## src/hw/rtl/lp_pkg.sv

```systemverilog
package lp_pkg;

   localparam int IDX_W  = 6;
   localparam int DATA_W = 32;

   typedef logic [IDX_W-1:0]         idx_type;
   typedef logic signed [DATA_W-1:0] elem_type;

   localparam logic KIND_LOAD = 1'b0;
   localparam logic KIND_PART = 1'b1;

   typedef struct packed {
      logic     kind;
      idx_type  load_index;
      elem_type load_value;
      idx_type  range_start;
      idx_type  range_stop;
      idx_type  pivot_position;
   } req_type;

   typedef struct packed {
      idx_type  out_index;
      elem_type out_value;
      idx_type  pivot_final;
      logic     bad_request;
      logic     last;
   } rsp_type;

   // Control word fields.
   typedef enum logic [2:0] {RD_NONE, RD_PIV, RD_STOP, RD_I, RD_SLOT} rd_src_type;
   typedef enum logic [2:0] {WA_NONE, WA_PIV, WA_STOP, WA_I, WA_SLOT} wr_addr_type;
   typedef enum logic [1:0] {WD_RD, WD_PVAL, WD_TMP} wr_data_type;
   typedef enum logic [1:0] {PTR_HOLD, PTR_START, PTR_INC} ptr_op_type;
   typedef enum logic [1:0] {OUT_NONE, OUT_ELEM, OUT_ERR} out_op_type;
   typedef enum logic [2:0] {
      C_NEXT, C_ALWAYS, C_I_EQ_STOP, C_I_NE_STOP, C_NOT_LESS, C_BAD
   } cond_type;

   typedef logic [4:0] step_type;

   localparam step_type ST_IDLE  = 5'd0;
   localparam step_type ST_CHECK = 5'd1;
   localparam step_type ST_S0    = 5'd2;
   localparam step_type ST_S1    = 5'd3;
   localparam step_type ST_S2    = 5'd4;
   localparam step_type ST_S3    = 5'd5;
   localparam step_type ST_L0    = 5'd6;
   localparam step_type ST_L1    = 5'd7;
   localparam step_type ST_L2    = 5'd8;
   localparam step_type ST_L3    = 5'd9;
   localparam step_type ST_LSKIP = 5'd10;
   localparam step_type ST_F0    = 5'd11;
   localparam step_type ST_F1    = 5'd12;
   localparam step_type ST_F2    = 5'd13;
   localparam step_type ST_F3    = 5'd14;
   localparam step_type ST_E0    = 5'd15;
   localparam step_type ST_E1    = 5'd16;
   localparam step_type ST_DONE  = 5'd17;
   localparam step_type ST_ERR   = 5'd18;

   typedef struct packed {
      logic        wait_req;
      rd_src_type  rd_src;
      wr_addr_type wr_addr;
      wr_data_type wr_data;
      logic        ld_pval;
      logic        ld_tmp;
      ptr_op_type  i_op;
      ptr_op_type  slot_op;
      out_op_type  out_op;
      cond_type    cond;
      step_type    target;
   } ctl_type;

   typedef struct packed {
      logic bad;
      logic i_eq_stop;
      logic not_less;
      logic out_busy;
   } stat_type;

   localparam ctl_type CTL_NOP = '{
      wait_req: 1'b0, rd_src: RD_NONE, wr_addr: WA_NONE, wr_data: WD_RD,
      ld_pval: 1'b0, ld_tmp: 1'b0, i_op: PTR_HOLD, slot_op: PTR_HOLD,
      out_op: OUT_NONE, cond: C_NEXT, target: ST_IDLE
   };

   // Microprogram ROM. Read data issued in one step is visible in the next.
   function automatic ctl_type ucode(step_type s);
      ctl_type c;
      c = CTL_NOP;
      unique case (s)
         ST_IDLE:  c.wait_req = 1'b1;
         ST_CHECK: begin
            c.cond = C_BAD;
            c.target = ST_ERR;
         end
         ST_S0:    c.rd_src = RD_PIV;
         ST_S1: begin
            c.rd_src = RD_STOP;
            c.ld_pval = 1'b1;
         end
         ST_S2: begin
            c.wr_addr = WA_PIV;
            c.wr_data = WD_RD;
         end
         ST_S3: begin
            c.wr_addr = WA_STOP;
            c.wr_data = WD_PVAL;
            c.i_op = PTR_START;
            c.slot_op = PTR_START;
         end
         ST_L0: begin
            c.rd_src = RD_I;
            c.cond = C_I_EQ_STOP;
            c.target = ST_F0;
         end
         ST_L1: begin
            c.rd_src = RD_SLOT;
            c.ld_tmp = 1'b1;
            c.cond = C_NOT_LESS;
            c.target = ST_LSKIP;
         end
         ST_L2: begin
            c.wr_addr = WA_I;
            c.wr_data = WD_RD;
         end
         ST_L3: begin
            c.wr_addr = WA_SLOT;
            c.wr_data = WD_TMP;
            c.i_op = PTR_INC;
            c.slot_op = PTR_INC;
            c.cond = C_ALWAYS;
            c.target = ST_L0;
         end
         ST_LSKIP: begin
            c.i_op = PTR_INC;
            c.cond = C_ALWAYS;
            c.target = ST_L0;
         end
         ST_F0:    c.rd_src = RD_SLOT;
         ST_F1: begin
            c.rd_src = RD_STOP;
            c.ld_tmp = 1'b1;
         end
         ST_F2: begin
            c.wr_addr = WA_SLOT;
            c.wr_data = WD_RD;
         end
         ST_F3: begin
            c.wr_addr = WA_STOP;
            c.wr_data = WD_TMP;
            c.i_op = PTR_START;
         end
         ST_E0:    c.rd_src = RD_I;
         ST_E1: begin
            c.out_op = OUT_ELEM;
            c.i_op = PTR_INC;
            c.cond = C_I_NE_STOP;
            c.target = ST_E0;
         end
         ST_DONE: begin
            c.cond = C_ALWAYS;
            c.target = ST_IDLE;
         end
         ST_ERR: begin
            c.out_op = OUT_ERR;
            c.cond = C_ALWAYS;
            c.target = ST_IDLE;
         end
         default: begin
            c.cond = C_ALWAYS;
            c.target = ST_IDLE;
         end
      endcase
      return c;
   endfunction

endpackage

```

## src/hw/rtl/lp_ram.sv

```systemverilog
module lp_ram #(
   parameter int WIDTH = 32,
   parameter int DEPTH = 64
) (
   input  logic                     clock,
   input  logic                     wr_en,
   input  logic [$clog2(DEPTH)-1:0] wr_addr,
   input  logic [WIDTH-1:0]         wr_data,
   input  logic                     rd_en,
   input  logic [$clog2(DEPTH)-1:0] rd_addr,
   output logic [WIDTH-1:0]         rd_data
);

   logic [WIDTH-1:0] mem [DEPTH];
   logic [WIDTH-1:0] rd_data_ff;

   always_ff @(posedge clock) begin
      if (wr_en) begin
         mem[wr_addr] <= wr_data;
      end
      if (rd_en) begin
         rd_data_ff <= mem[rd_addr];
      end
   end

   assign rd_data = rd_data_ff;

endmodule

```

## src/hw/rtl/lp_seq.sv

```systemverilog
module lp_seq (
   input  logic             clock,
   input  logic             reset,
   input  logic             req_fire,
   input  logic             req_kind,
   input  lp_pkg::stat_type stat,
   output lp_pkg::ctl_type  ctl,
   output logic             idle
);

   lp_pkg::step_type upc_ff, upc_in;
   lp_pkg::ctl_type  cw;
   logic             stall;
   logic             take;

   assign cw    = lp_pkg::ucode(upc_ff);
   // A result step waits while the output register still holds an unsent result.
   assign stall = (cw.out_op != lp_pkg::OUT_NONE) && stat.out_busy;
   assign ctl   = stall ? lp_pkg::CTL_NOP : cw;
   assign idle  = cw.wait_req;

   always_comb begin
      case (cw.cond)
         lp_pkg::C_ALWAYS:    take = 1'b1;
         lp_pkg::C_I_EQ_STOP: take = stat.i_eq_stop;
         lp_pkg::C_I_NE_STOP: take = !stat.i_eq_stop;
         lp_pkg::C_NOT_LESS:  take = stat.not_less;
         lp_pkg::C_BAD:       take = stat.bad;
         default:             take = 1'b0;
      endcase
   end

   always_comb begin
      upc_in = upc_ff;
      if (cw.wait_req) begin
         if (req_fire && (req_kind == lp_pkg::KIND_PART)) begin
            upc_in = lp_pkg::ST_CHECK;
         end
      end else if (!stall) begin
         upc_in = take ? cw.target : upc_ff + 5'd1;
      end
   end

   always_ff @(posedge clock) begin
      if (reset) begin
         upc_ff <= lp_pkg::ST_IDLE;
      end else begin
         upc_ff <= upc_in;
      end
   end

endmodule

```

## src/hw/rtl/lp_dpath.sv

```systemverilog
module lp_dpath #(
   parameter int STORE_DEPTH = 64
) (
   input  logic             clock,
   input  logic             reset,
   input  logic             req_fire,
   input  lp_pkg::req_type  req,
   input  lp_pkg::ctl_type  ctl,
   output lp_pkg::stat_type stat,
   input  logic             rsp_ready,
   output logic             rsp_valid,
   output lp_pkg::rsp_type  rsp
);

   localparam int AW = $clog2(STORE_DEPTH);
   localparam int IW = lp_pkg::IDX_W;
   localparam logic [IW:0] DEPTH_CMP = (IW + 1)'(STORE_DEPTH);

   logic [AW-1:0]    start_ff, stop_ff, piv_ff, i_ff, slot_ff;
   logic [AW-1:0]    i_in, slot_in;
   logic             bad_ff, bad_in;
   lp_pkg::elem_type pval_ff, tmp_ff;
   logic             rsp_valid_ff, rsp_valid_in;
   lp_pkg::rsp_type  rsp_ff, rsp_in;

   logic                     load_wr;
   logic                     wr_en, rd_en;
   logic [AW-1:0]            wr_addr, rd_addr;
   logic [lp_pkg::DATA_W-1:0] wr_data, rd_data;

   lp_ram #(
      .WIDTH(lp_pkg::DATA_W),
      .DEPTH(STORE_DEPTH)
   ) u_store (
      .clock  (clock),
      .wr_en  (wr_en),
      .wr_addr(wr_addr),
      .wr_data(wr_data),
      .rd_en  (rd_en),
      .rd_addr(rd_addr),
      .rd_data(rd_data)
   );

   // Loads beyond the store are dropped.
   assign load_wr = req_fire && (req.kind == lp_pkg::KIND_LOAD) &&
                    ({1'b0, req.load_index} < DEPTH_CMP);

   always_comb begin
      bad_in = (req.range_start > req.range_stop) ||
               ({1'b0, req.range_stop} >= DEPTH_CMP) ||
               (req.pivot_position < req.range_start) ||
               (req.pivot_position > req.range_stop);
   end

   always_comb begin
      case (ctl.rd_src)
         lp_pkg::RD_PIV:  rd_addr = piv_ff;
         lp_pkg::RD_STOP: rd_addr = stop_ff;
         lp_pkg::RD_I:    rd_addr = i_ff;
         lp_pkg::RD_SLOT: rd_addr = slot_ff;
         default:         rd_addr = i_ff;
      endcase
      rd_en = (ctl.rd_src != lp_pkg::RD_NONE);
   end

   always_comb begin
      wr_en = 1'b1;
      case (ctl.wr_addr)
         lp_pkg::WA_PIV:  wr_addr = piv_ff;
         lp_pkg::WA_STOP: wr_addr = stop_ff;
         lp_pkg::WA_I:    wr_addr = i_ff;
         lp_pkg::WA_SLOT: wr_addr = slot_ff;
         default: begin
            wr_addr = AW'(req.load_index);
            wr_en   = load_wr;
         end
      endcase
      case (ctl.wr_data)
         lp_pkg::WD_PVAL: wr_data = pval_ff;
         lp_pkg::WD_TMP:  wr_data = tmp_ff;
         default:         wr_data = (ctl.wr_addr == lp_pkg::WA_NONE) ? req.load_value : rd_data;
      endcase
   end

   always_comb begin
      case (ctl.i_op)
         lp_pkg::PTR_START: i_in = start_ff;
         lp_pkg::PTR_INC:   i_in = i_ff + AW'(1);
         default:           i_in = i_ff;
      endcase
      case (ctl.slot_op)
         lp_pkg::PTR_START: slot_in = start_ff;
         lp_pkg::PTR_INC:   slot_in = slot_ff + AW'(1);
         default:           slot_in = slot_ff;
      endcase
   end

   always_comb begin
      rsp_in       = rsp_ff;
      rsp_valid_in = rsp_valid_ff && !rsp_ready;
      case (ctl.out_op)
         lp_pkg::OUT_ELEM: begin
            rsp_valid_in       = 1'b1;
            rsp_in.out_index   = IW'(i_ff);
            rsp_in.out_value   = $signed(rd_data);
            rsp_in.pivot_final = IW'(slot_ff);
            rsp_in.bad_request = 1'b0;
            rsp_in.last        = (i_ff == stop_ff);
         end
         lp_pkg::OUT_ERR: begin
            rsp_valid_in       = 1'b1;
            rsp_in.out_index   = '0;
            rsp_in.out_value   = '0;
            rsp_in.pivot_final = '0;
            rsp_in.bad_request = 1'b1;
            rsp_in.last        = 1'b1;
         end
         default: ;
      endcase
   end

   always_ff @(posedge clock) begin
      if (req_fire && (req.kind == lp_pkg::KIND_PART)) begin
         start_ff <= AW'(req.range_start);
         stop_ff  <= AW'(req.range_stop);
         piv_ff   <= AW'(req.pivot_position);
         bad_ff   <= bad_in;
      end
      i_ff    <= i_in;
      slot_ff <= slot_in;
      if (ctl.ld_pval) begin
         pval_ff <= $signed(rd_data);
      end
      if (ctl.ld_tmp) begin
         tmp_ff <= $signed(rd_data);
      end
      rsp_ff <= rsp_in;
   end

   always_ff @(posedge clock) begin
      if (reset) begin
         rsp_valid_ff <= 1'b0;
      end else begin
         rsp_valid_ff <= rsp_valid_in;
      end
   end

   assign stat.bad       = bad_ff;
   assign stat.i_eq_stop = (i_ff == stop_ff);
   assign stat.not_less  = !($signed(rd_data) < pval_ff);
   assign stat.out_busy  = rsp_valid_ff && !rsp_ready;

   assign rsp_valid = rsp_valid_ff;
   assign rsp       = rsp_ff;

endmodule

```

## src/hw/rtl/lomuto_partition.sv

```systemverilog
// Lomuto partition engine over a store of STORE_DEPTH signed 32-bit elements. A load request
// writes one element and returns nothing; loads past the store are dropped.
// A partition request swaps the pivot to the end of the region, moves every element smaller
// than the pivot forward, places the pivot, and then returns the region one element per
// response in ascending index order, each carrying the pivot's final index, the last one
// marked. An invalid region or pivot returns one error response and leaves the store alone.
// A microcoded sequencer drives one single-port-read store, so every element move costs a
// read and a write step; a partition takes longer the more elements move, and longer still
// while the response side stalls. One request is in flight at a time.
// Entries that are read must have been loaded first.
module lomuto_partition #(
   parameter int STORE_DEPTH = 64
) (
   input  logic            clock,
   input  logic            reset,
   input  logic            req_valid,
   output logic            req_ready,
   input  lp_pkg::req_type req_payload,
   output logic            rsp_valid,
   input  logic            rsp_ready,
   output lp_pkg::rsp_type rsp_payload
);

   lp_pkg::ctl_type  ctl;
   lp_pkg::stat_type stat;
   logic             idle;
   logic             req_fire;

   assign req_ready = idle;
   assign req_fire  = req_valid && req_ready;

   lp_seq u_seq (
      .clock   (clock),
      .reset   (reset),
      .req_fire(req_fire),
      .req_kind(req_payload.kind),
      .stat    (stat),
      .ctl     (ctl),
      .idle    (idle)
   );

   lp_dpath #(
      .STORE_DEPTH(STORE_DEPTH)
   ) u_dpath (
      .clock    (clock),
      .reset    (reset),
      .req_fire (req_fire),
      .req      (req_payload),
      .ctl      (ctl),
      .stat     (stat),
      .rsp_ready(rsp_ready),
      .rsp_valid(rsp_valid),
      .rsp      (rsp_payload)
   );

endmodule

```

## config.mk

```make
export PLATFORM = sky130hd
export DESIGN_NAME = lomuto_partition
export DESIGN_NICKNAME = d
export VERILOG_FILES = /design/src/hw/rtl/lp_pkg.sv /design/src/hw/rtl/lp_ram.sv /design/src/hw/rtl/lp_seq.sv /design/src/hw/rtl/lp_dpath.sv /design/src/hw/rtl/lomuto_partition.sv
export SDC_FILE = /design/constraint.sdc
export NUM_CORES = 2
export LEC_CHECK = 0
export BUFFER_PORTS_ARGS = -buffer_cell sky130_fd_sc_hd__clkbuf_2
export CORE_MARGIN = 2
export CORE_UTILIZATION = 36
export CTS_CLUSTER_SIZE = 12
export DETAILED_ROUTE_END_ITERATION = 6
export GPL_ROUTABILITY_DRIVEN = 1
export HOLD_SLACK_MARGIN = 0.03
export PLACE_DENSITY_LB_ADDON = 0.05
export SYNTH_ARGS = -nofsm -noshare
export SYNTH_HDL_FRONTEND = slang
export SYNTH_HIERARCHICAL = 1
export SYNTH_SLANG_ARGS = --single-unit
```

## constraint.sdc

```tcl
create_clock -name clock -period 11.7 [get_ports clock]
set_clock_uncertainty 0.1 [all_clocks]
set_input_delay 2.34 -clock clock [delete_from_list [all_inputs] [get_ports clock]]
set_output_delay 2.34 -clock clock [all_outputs]
set_load 0.02 [all_outputs]
```

==> results.md <==
* Outcome: complete, no violations
* Setup_tns at 0 ns
* Setup Buffers After CTS at 0
* First drt pass iteration count at 5
* Initial drt markers at 5499
* Leak Pwr at 31.3 nW
* Root Buffer: clkbuf_16
* Worst Setup Slack, final at 3.89 ns
* First-pass GRT wire length at 373000 µm
* Worst-path clk slew at 0.06 ns
* Placed cell count at 7326
* DP Wirelength at 150000 µm
* Crit path time final at 7.81 ns
* Worst path slowest cell: a21oi_4
* Commonest non-fill, non-tap cell in the layout: edfxtp_1
* Min-Delay Path Class: reg -> reg
* Via-per-instance ratio at 5.60
* Max cap viols at 0
* PD cells at 220 mW/mm²
* Std cell rows at 180
* Post-Route WL at 273000 µm
* Worst Setup Start Kind: input pin
* PortBufs at 108
* Sink Count at 2227
* Hold buffer count at cts at 0
* Setup CP Type: in -> reg
* Net count, final at 4499
* GP Congestion at 0.789
* Initial Utilization at 36.3%
* CP most frequent cell: nor2_1
* Vias in the first global route at 43670
* Die area at 0.246 mm²
* Ports at 109
* CTS buffer count at 235
* R2r worst-path depth at 13
* Vias post-DR at 43495
* Clock latency on the worst-skew pair at 0.88 ns
* Drt wl/cell at 35.1 µm
* Fmax at 0.128 GHz
* DP Worst Slack at 2.92 ns
* R2r setup slk at 4.68 ns
* Core Util, Final at 41.6%
* Slew Limit Fails at 0
* Worst reg2reg endpoint: u_dpath/u_store/rd_data[21]
* Initial antenna violation count at 18
* Critical path arrival at 8.30 ns
* Slew HR at 12.0%
* Most frequent cells in the layout: edfxtp_1, mux4_2, clkbuf_16, buf_4, nand2_1
* Core footprint at 0.241 mm²
* Ys Warns at 6
* Die Ht at 496 µm
* Antenna violation net count after detailed routing at 0
* Die W at 496 µm
* Area delta synth->final at 14.7%
* Largest net degree at the start of global routing at 89
* Tot Pwr at 22.0 mW
* Final Hold Vio Count at 0
* Fraction of final layout cells sized beyond drive strength 1 at 27.0%
* CTS tree: built
* RSZ-0062 raised after global routing: false
* Crit-path max FO at 80
* H-Tree Depth at 4
* Final count of negative-setup-slack endpoints at 0
* Crit path cell chain: clkbuf_2 > nor2b_1 > o211ai_1 > nor2_1 > nor2_1 > nor2_1 > o21a_1 > o22ai_1 > a21oi_4 > buf_12 > buf_4 > mux4_2 > mux4_2 > o22ai_1 > nor2_1
* Gate count of the mapped netlist at 4116
* Slew @ Worst Pin at 1.32 ns
* CP max stage delay at 0.79 ns
* Fin crit share at 66.8%
* Peak supply drop at 0.000177 V
* Crit end category: register
* Crit. Startpoint: rsp_ready
* Gr usage total at 22.1%
* Total congestion overflow at 0
* Worst r2r src: u_seq/upc_ff[0]
* Crit path capture: u_dpath/u_store/rd_data[21]
* Worst Path Required at 12.19 ns
* Synthesized cell area at 0.0873 mm²
* Cell Count, Final, Fillers Out at 7762
* Cts repair resizes at 0
* DRC Markers at 0
* Mean post-synth cell area at 21.2 µm²
* Syn nets at 4237
* Max clock buf depth at 3
metrics by stage:
step           hold WS [ns]  instance area, µm²
2_1_floorplan         0.383               87300
3_3_place_gp          0.484               93100
3_5_place_dp          0.494               93100
4_1_cts               0.508              100000
5_1_grt               0.552              100000
6_report              0.510              100000
worst max-delay path, delay by kind of cell:
kind	cells	cell delay (ns)
AO/OA/AOI/OAI	5	2.05
buffers and inverters	3	1.19
AND/OR/NAND/NOR	5	1.36
multiplexers	2	1.14
worst min-delay path by stage:
stage	start	to	slack, ns	cells after the start
3_5_place_dp	u_seq/upc_ff[1]	u_seq/upc_ff[1]	0.49	2
2_1_floorplan	u_dpath/u_store/rd_data[0]	u_dpath/pval_ff[0]	0.38	0
4_1_cts	u_seq/upc_ff[1]	u_seq/upc_ff[1]	0.51	2
5_1_grt	u_seq/upc_ff[1]	u_seq/upc_ff[1]	0.55	2
3_3_place_gp	u_seq/upc_ff[1]	u_seq/upc_ff[1]	0.48	2
6_report	u_seq/upc_ff[1]	u_seq/upc_ff[1]	0.51	2
where the power goes:
| group | switching (mW) | internal (mW) | leakage (nW) | total, mW |
|---|---|---|---|---|
| registers | 0.160 | 9.14 | 20.0 | 9.30 |
| clock network | 3.11 | 3.85 | 3.45 | 6.97 |
| logic | 3.61 | 2.14 | 7.80 | 5.74 |
| total | 6.88 | 15.1 | 31.3 | 22.0 |
area by class of cell:
type | count | area [µm²]
inverter | 62 | 233
timing repair buffer | 256 | 1790
antenna | 3 | 7.51
tap | 3185 | 3990
clock inverter | 135 | 897
multi-input combinational | 1596 | 20300
sequential | 2227 | 66800
fill | 21015 | 141000
clock buffer | 298 | 6160
flip-flops by register name, summed over array words and instances (netlist names):
register and cells:
u_seq/upc_ff 5, u_dpath/tmp_ff 32, u_dpath/rsp_valid 1, u_dpath/pval_ff 32, u_dpath/rsp 46, u_dpath/i_ff 6
u_dpath/start_ff 6, u_dpath/piv_ff 6, u_dpath/u_store/mem 2048, u_dpath/u_store/rd_data 32, u_dpath/slot_ff 6, u_dpath/stop_ff 6
u_dpath/bad_ff 1
metal layers:
| metal | GRT usage, % | part of all wire [%] | vias to the layer above |
|---|---|---|---|
| li1 | - | - | 17776 |
| met1 | 33.1 | 46 | 24000 |
| met2 | 34.7 | 47 | 1457 |
| met3 | 2.89 | 5.5 | 262 |
| met4 | 4.51 | 1.7 | 0 |
| met5 | 0 | 0 | - |
Power figures use the tool's default switching activity.
